**src/rtl/assert_macros.svh**
```systemverilog
// Assertion helpers for the memory map decoder. Each expects clk and rst in scope.
`ifndef ASSERT_MACROS_SVH
`define ASSERT_MACROS_SVH

// Checked at every rising edge outside reset.
`define ASSERT_CLK(label, prop, msg) \
  label: assert property (@(posedge clk) disable iff (rst) prop) else $error(msg);

// Checked at every rising edge, reset included.
`define ASSERT_ALWAYS(label, prop, msg) \
  label: assert property (@(posedge clk) prop) else $error(msg);

`endif

```
**src/rtl/bmm_pkg.sv**
```systemverilog
package bmm_pkg;

  localparam int RAM_BYTES    = 65536;
  localparam int BASIC_BYTES  = 8192;
  localparam int KERNAL_BYTES = 8192;
  localparam int CHAR_BYTES   = 4096;

  localparam int ADDR_W = 16;
  localparam int BYTE_W = 8;
  localparam int WORD_W = 16;
  localparam int CMD_W  = 3;
  localparam int SEL_W  = 2;

  // Every store is split into an even and an odd bank, so that the two bytes
  // of a word always land in different banks.
  localparam int RAM_BANK_DEPTH   = RAM_BYTES / 2;
  localparam int BASIC_BANK_DEPTH = BASIC_BYTES / 2;
  localparam int KERNAL_BANK_DEPTH = KERNAL_BYTES / 2;
  localparam int CHAR_BANK_DEPTH  = CHAR_BYTES / 2;

  localparam int RAM_IDX_W  = $clog2(RAM_BANK_DEPTH);
  localparam int ROM_IDX_W  = $clog2(BASIC_BANK_DEPTH);
  localparam int CHAR_IDX_W = $clog2(CHAR_BANK_DEPTH);

  localparam logic [CMD_W-1:0] CMD_READ_BYTE  = 3'd0;
  localparam logic [CMD_W-1:0] CMD_WRITE_BYTE = 3'd1;
  localparam logic [CMD_W-1:0] CMD_READ_WORD  = 3'd2;
  localparam logic [CMD_W-1:0] CMD_WRITE_WORD = 3'd3;
  localparam logic [CMD_W-1:0] CMD_LOAD_ROM   = 3'd4;

  localparam logic [SEL_W-1:0] ROM_BASIC  = 2'd0;
  localparam logic [SEL_W-1:0] ROM_KERNAL = 2'd1;
  localparam logic [SEL_W-1:0] ROM_CHAR   = 2'd2;

  // Index of each ROM in the per-bank write enable vectors.
  localparam int ROM_IDX_BASIC  = 0;
  localparam int ROM_IDX_KERNAL = 1;
  localparam int ROM_IDX_CHAR   = 2;
  localparam int ROM_COUNT      = 3;

  localparam logic [ADDR_W-1:0] BASIC_BASE  = 16'hA000;
  localparam logic [ADDR_W-1:0] KERNAL_BASE = 16'hE000;
  localparam logic [ADDR_W-1:0] CHAR_BASE   = 16'hD000;
  localparam logic [ADDR_W-1:0] PORT_ADDR   = 16'h0001;

  localparam int BASIC_REGION_W = $clog2(BASIC_BYTES);
  localparam int KERNAL_REGION_W = $clog2(KERNAL_BYTES);
  localparam int CHAR_REGION_W = $clog2(CHAR_BYTES);

  localparam int PORT_BASIC_BIT  = 0;
  localparam int PORT_KERNAL_BIT = 1;
  localparam int PORT_CHAR_BIT   = 2;

  // Reset value of RAM bytes 0 and 1, the second being the I/O port.
  localparam logic [BYTE_W-1:0] RAM_LOW_RESET = 8'h07;

  typedef logic [1:0] src_t;
  localparam src_t SRC_RAM    = 2'd0;
  localparam src_t SRC_BASIC  = 2'd1;
  localparam src_t SRC_KERNAL = 2'd2;
  localparam src_t SRC_CHAR   = 2'd3;

  typedef logic [1:0] res_kind_t;
  localparam res_kind_t RES_NONE = 2'd0;
  localparam res_kind_t RES_BYTE = 2'd1;
  localparam res_kind_t RES_WORD = 2'd2;

  typedef struct packed {
    src_t      src_even;
    src_t      src_odd;
    logic      swap;
    res_kind_t kind;
  } rd_ctl_t;

  typedef struct packed {
    logic [RAM_IDX_W-1:0] ram_even_idx;
    logic [RAM_IDX_W-1:0] ram_odd_idx;
    logic                 ram_even_we;
    logic                 ram_odd_we;
    logic [ROM_IDX_W-1:0] rom_even_idx;
    logic [ROM_IDX_W-1:0] rom_odd_idx;
    logic [ROM_COUNT-1:0] rom_even_we;
    logic [ROM_COUNT-1:0] rom_odd_we;
    logic [BYTE_W-1:0]    even_wdata;
    logic [BYTE_W-1:0]    odd_wdata;
    logic                 port_we;
    logic [BYTE_W-1:0]    port_wdata;
    rd_ctl_t              ctl;
  } mem_req_t;

endpackage

```
**src/rtl/bmm_decode.sv**
```systemverilog
module bmm_decode import bmm_pkg::*; (
  input  logic [CMD_W-1:0]  cmd,
  input  logic [ADDR_W-1:0] address,
  input  logic [WORD_W-1:0] data_in,
  input  logic [SEL_W-1:0]  rom_select,
  input  logic [BYTE_W-1:0] port,
  output mem_req_t          mem_req
);

  function automatic src_t byte_src(input logic [ADDR_W-1:0] a,
                                    input logic [BYTE_W-1:0] p);
    src_t s;
    s = SRC_RAM;
    if (a[ADDR_W-1:BASIC_REGION_W] == BASIC_BASE[ADDR_W-1:BASIC_REGION_W]) begin
      if (p[PORT_BASIC_BIT]) s = SRC_BASIC;
    end else if (a[ADDR_W-1:KERNAL_REGION_W] ==
                 KERNAL_BASE[ADDR_W-1:KERNAL_REGION_W]) begin
      if (p[PORT_KERNAL_BIT]) s = SRC_KERNAL;
    end else if (a[ADDR_W-1:CHAR_REGION_W] == CHAR_BASE[ADDR_W-1:CHAR_REGION_W]) begin
      if (!p[PORT_CHAR_BIT]) s = SRC_CHAR;
    end
    return s;
  endfunction

  logic [ADDR_W-1:0] next_addr;
  logic [ADDR_W-1:0] even_addr;
  logic [ADDR_W-1:0] odd_addr;
  logic [BYTE_W-1:0] lo;
  logic [BYTE_W-1:0] hi;

  // The second byte of a word wraps from the top of the map to address zero.
  assign next_addr = address + 16'd1;
  assign even_addr = address[0] ? next_addr : address;
  assign odd_addr  = address[0] ? address : next_addr;
  assign lo        = data_in[BYTE_W-1:0];
  assign hi        = data_in[WORD_W-1:BYTE_W];

  always_comb begin
    mem_req              = '0;
    mem_req.ram_even_idx = even_addr[RAM_IDX_W:1];
    mem_req.ram_odd_idx  = odd_addr[RAM_IDX_W:1];
    mem_req.rom_even_idx = even_addr[ROM_IDX_W:1];
    mem_req.rom_odd_idx  = odd_addr[ROM_IDX_W:1];
    mem_req.even_wdata   = address[0] ? hi : lo;
    mem_req.odd_wdata    = address[0] ? lo : hi;
    mem_req.port_wdata   = lo;
    mem_req.ctl.src_even = byte_src(even_addr, port);
    mem_req.ctl.src_odd  = byte_src(odd_addr, port);
    mem_req.ctl.swap     = address[0];
    mem_req.ctl.kind     = RES_NONE;
    case (cmd)
      CMD_READ_BYTE: begin
        mem_req.ctl.kind = RES_BYTE;
      end
      CMD_READ_WORD: begin
        mem_req.ctl.kind = RES_WORD;
      end
      CMD_WRITE_BYTE: begin
        mem_req.ram_even_we = !address[0];
        mem_req.ram_odd_we  = address[0];
        mem_req.port_we     = (address == PORT_ADDR);
      end
      CMD_WRITE_WORD: begin
        mem_req.ram_even_we = 1'b1;
        mem_req.ram_odd_we  = 1'b1;
        if (address == PORT_ADDR) begin
          mem_req.port_we = 1'b1;
        end else if (next_addr == PORT_ADDR) begin
          mem_req.port_we    = 1'b1;
          mem_req.port_wdata = hi;
        end
      end
      CMD_LOAD_ROM: begin
        case (rom_select)
          ROM_BASIC: begin
            mem_req.rom_even_we[ROM_IDX_BASIC] = !address[0];
            mem_req.rom_odd_we[ROM_IDX_BASIC]  = address[0];
          end
          ROM_KERNAL: begin
            mem_req.rom_even_we[ROM_IDX_KERNAL] = !address[0];
            mem_req.rom_odd_we[ROM_IDX_KERNAL]  = address[0];
          end
          ROM_CHAR: begin
            mem_req.rom_even_we[ROM_IDX_CHAR] = !address[0];
            mem_req.rom_odd_we[ROM_IDX_CHAR]  = address[0];
          end
          default: begin
          end
        endcase
      end
      default: begin
      end
    endcase
  end

endmodule

```
**config.mk**
```make
export PLATFORM = sky130hd
export DESIGN_NAME = bmm_decode
export DESIGN_NICKNAME = d
export VERILOG_FILES = /design/src/rtl/assert_macros.svh /design/src/rtl/bmm_pkg.sv /design/src/rtl/bmm_decode.sv
export SDC_FILE = /design/constraint.sdc
export NUM_CORES = 1
export LEC_CHECK = 0
export BUFFER_PORTS_ARGS = -buffer_cell sky130_fd_sc_hd__buf_2
export CORE_MARGIN = 1.5
export CORE_UTILIZATION = 39
export DETAILED_ROUTE_END_ITERATION = 7
export PLACE_DENSITY = 0.85
export SLEW_MARGIN = 20
export SYNTH_ARGS = -nofsm -noshare
export SYNTH_HDL_FRONTEND = slang
export SYNTH_SLANG_ARGS = --single-unit
export TNS_END_PERCENT = 5
```
**constraint.sdc**
```tcl
create_clock -name vclk -period 3.6
set_clock_uncertainty 0.05 [all_clocks]
set_input_delay 0.72 -clock vclk [all_inputs]
set_output_delay 0.72 -clock vclk [all_outputs]
set_load 0.02 [all_outputs]
```
**Yosys cells after proc, flatten, opt, wreduce, memory -nomap -nowiden**

Index checks and enable logic that the tools add are counted.

- Flip-flop bits (word level): 0
- Input bits: 45
- Bits in read-only memories: 0
- Output and inout bits: 94
- Memories kept: 0
- Bits in latches: 0
- Memory bits (writable): 0
- Word-level logic and storage cells: 45

- Multiplexer cells: 27
- Div/mod/pow operators: 0
- Equal/unequal tests: 14
- Shift-type cells: 0
- Reduce and logical (&&, ||, !) cells: 3
- $lt $le $gt $ge: 0
- Bitwise gates (word level): 0
- $mul: 0
- $add $sub $neg: 1

Operators with widths:

| cell | number |
|---|---|
| == test 16 x 1 -> 1 bit (second input constant) | 2 |
| 2-to-1 mux 16 bit | 2 |
| 2-to-1 mux 8 bit | 4 |
| adder 16 x 1 -> 16 bit (second input constant) | 1 |
| 2-to-1 mux 2 bit | 8 |
| == test 3 bit (second input constant) | 5 |
| 2-to-1 mux 9 bit | 1 |
| == test 4 bit (second input constant) | 2 |
| 2-to-1 mux 1 bit | 8 |
| one-hot mux 2 bit (2 select lines) | 2 |
| == test 3 x 2 -> 1 bit (second input constant) | 2 |
| 2-to-1 mux 6 bit | 1 |
| == test 3 x 1 -> 1 bit (second input constant) | 1 |
| zero test 3 bit | 1 |
| == test 2 x 1 -> 1 bit (second input constant) | 1 |
| == test 2 bit (second input constant) | 1 |
| zero test 2 bit | 1 |
| one-hot mux 1 bit (2 select lines) | 1 |
| zero test 1 bit | 1 |

**Longest topological paths before layout**

- Depth in word-level cells: 6
- Gate-level depth with buffers: 8
- Gate-level depth less buffers: 7

**Least setup slack after synthesis**

OpenSTA, ideal clock, no wires.

- Path kind: input port to output port
- Start: input port address[0]
- End: output port mem_req[10] (netlist name)
- Stages on the path: 7
- Data arrival time: 2.750 ns
- Buffers on the path: 0
- Data required time: 2.830 ns
- Slack: 0.080 ns
- Cell sequence: ha_1 -> nand3_2 -> nor4_1 -> xnor2_1 -> o2111ai_2 -> nor4_4 -> mux2_2

RTL lines:

| what | line | text |
|---|---|---|
| start: declaration | bmm_decode.sv:3 | `input logic [ADDR_W-1:0] address,` |
| end: declaration | bmm_decode.sv:7 | `output mem_req_t mem_req` |

==> results.sh <==
export IMPL_diodes=0
export IMPL_finalNonFillerCells=368
export IMPL_ioPinCount=139
export IMPL_power_uw=314.2
export IMPL_gp_congestion=0.8738
export IMPL_final_area_um2=2295
export IMPL_drt_iter0_drc=84
export IMPL_finalCriticalPeriod_ns=3.560
export IMPL_grt_pass1_wl_um=6872
export IMPL_power_density_nw_per_um2=136.9
export IMPL_comb_power_share=1.000
export IMPL_dp_cells=366
export IMPL_crit_arrival_ns=2.79
export IMPL_grt_max_degree=20
export IMPL_seq_area_um2=0
export IMPL_drt_total_wl_um=4745
export IMPL_viasPerCell=5.035
export IMPL_drv_cap=0
export IMPL_antenna_found_initial=0
export IMPL_ys_types=37
export IMPL_die_y_um=64.24
export IMPL_io_buffers=134
export IMPL_synth_compound_area_frac=0.07784
export IMPL_drive_above_1_share=0.6219
export IMPL_dpl_cell_area_um2=2106
export IMPL_design_seq_count=0
export IMPL_rows=22
export IMPL_fmax_ghz=0.2809
export IMPL_cp_start_kind="input port"
export IMPL_final_net_count=371
export IMPL_synth_xor_area_share=0.1677
export IMPL_die_width_um=64.24
export IMPL_ant_nets=0
export IMPL_synthAdderAreaFrac=0.03422
export IMPL_seq_area_frac_synth=0
export IMPL_vias=1853
export IMPL_required_ns=2.83
export IMPL_ir_worst_vdd_v=0.00007427
export IMPL_end_kind="output pin"
export IMPL_clkPwrFrac=0
export IMPL_fillerInstances=316
export IMPL_clockBufferCount=0
export IMPL_synth_top_family_by_area="simple AND/OR/NAND/NOR gates"
export IMPL_syn_to_final_growth_pct=56.89
export IMPL_ys_warn_count=0
export IMPL_power_frac_seq=0
export IMPL_core_area_um2=3633
export IMPL_holdBufCountCts=0
export IMPL_synthMuxAreaShare=0.1916
export IMPL_worstMarginPinSlew_ns=0.3935
export IMPL_start_util=0.4025
export IMPL_swShare=0.5930
export IMPL_rsz0062_at_grt="yes"
export IMPL_drt_first_pass_iters=4
export IMPL_grt_pass1_vias=1607
export IMPL_slew_headroom=0.7352
export IMPL_die_area_um2=4127
export IMPL_worstHoldPathType="input port to output pin"
export IMPL_drcViolationCount=0
export IMPL_synth_simple_area_share=0.3165
export IMPL_synthesis_instances=206
export IMPL_hpwl_um=3873
export IMPL_critPathMaxFanout=10
export IMPL_critPathKind="input port to output pin"
export IMPL_fin_crit_sh=0.9888
export IMPL_wl_per_cell_um=12.89
export IMPL_final_setup_viol_count=0
export IMPL_avgSynthCellArea_um2=7.100
export IMPL_run_status="completed"
export IMPL_power_switching_uw=186.4
export IMPL_finalMaxSlewViolations=0
export IMPL_hold_violations=0
export IMPL_grt_usage=0.1966
export IMPL_grt_overflow=0
export IMPL_synthesis_nets=255
export IMPL_leakage_uw=0.001160
export IMPL_p_int_uw=127.9
export IMPL_netlist_area_um2=1463
area by class of cell:
type / count / area (µm²) / area share
Inverter: 6 / 22.52 / 0.009815
Tap cell: 48 / 60.06 / 0.02617
Multi-Input combinational cell: 153 / 1242 / 0.5414
Timing Repair Buffer: 161 / 969.7 / 0.4226
through the flow:
step           setup TNS (ns)  hold slack (ns)  setup slack, ns  utilization
3_5_place_dp          -0.1012            1.688         -0.02818       0.5795
6_report                    0            1.689          0.04043       0.6315
4_1_cts             -0.005912            1.689        -0.005912       0.5823
3_3_place_gp         -0.02203            1.689         -0.02203       0.5795
5_1_grt               -0.9072            1.698          -0.1151       0.6315
2_1_floorplan               0            1.470          0.08033            -
synthesized netlist by cell type, drive strengths merged:
cell type	number	share of area
ha	4	0.034
nor4	7	0.044
clkbuf	12	0.031
or2	1	0.0043
o21a	1	0.0051
mux2i	1	0.0068
a31oi	3	0.013
xnor2	19	0.11
o2111ai	1	0.010
xor2	9	0.054
o41ai	1	0.011
and2	1	0.0043
and3	3	0.013
or4b	2	0.014
nand2b	1	0.0043
nor3b	3	0.015
inv	6	0.015
and4	3	0.018
nor3	13	0.048
a21oi	4	0.014
nand4	8	0.034
o21ai	2	0.0068
nand3	4	0.017
nand4b	1	0.0060
mux2	24	0.18
a311oi	2	0.012
nor2	15	0.038
a31o	1	0.0060
nand2	17	0.044
buf	35	0.17
nor4b	2	0.012
power groups by stage:
stage | clock network [µW] | logic [µW] | registers (µW)
6_report | 0 | 314 | 0
2_1_floorplan | 0 | 206 | 0
4_1_cts | 0 | 293 | 0
5_1_grt | 0 | 335 | 0
3_5_place_dp | 0 | 292 | 0
3_3_place_gp | 0 | 287 | 0
path summary, 6_finish.rpt:
| kind | from | to | slack [ns] | cells past startpoint |
|---|---|---|---|---|
| max | address[4] | mem_req[9] | 0.04 | 11 |
| min | address[15] | mem_req[78] | 1.69 | 2 |
worst max-delay path, cell delays in order:
cell and delay (ns):
buf_2 0.09, buf_4 0.19, nand3_1 0.12, buf_4 0.18
nor3_4 0.22, and3_1 0.22, o2111ai_2 0.13, nor4_4 0.25
buf_6 0.20, mux2_4 0.32, buf_6 0.14
timing repair:
| action | CTS | global route |
|---|---|---|
| pin swaps | 0 | 6 |
| setup endpoints to repair | 8 | 9 |
| gates cloned | 0 | 0 |
| buffers inserted | 0 | 2 |
| endpoints found under the hold margin | 0 | 0 |
| resized for setup | 2 | 42 |
cell usage in the layout (no fill, tap or decap), types with 4 or more instances in the layout:
cell type,instances
nor2_1,15
xnor2_1,19
inv_1,6
buf_6,13
nand4_1,8
nor4_1,4
a21oi_1,4
xor2_1,9
mux2_4,8
nor3_1,12
nand2_1,17
mux2_2,16
buf_4,23
buf_2,123
logic make-up (layout without fill, tap and decap cells):
logic type                 count (synthesis)  in the layout
and+or+nand+nor                           81             81
buffers and inverters                     53            167
xor gates and xnor gates                  28             28
muxes                                     25             25
AOI/OAI and AO/OA                         15             15
adders and majority gates                  4              4
layer usage:
layer  vias up  wire length, µm  track usage  share of wire
met5         -                0            0              0
met4         0               25      0.02660         0.0053
met3         2              339      0.02289          0.071
met2        94             2537       0.4063           0.53
met1       832             1843       0.2132           0.39
li1        925                -            -              -
Note: power is estimated with default switching activity, not from simulation.
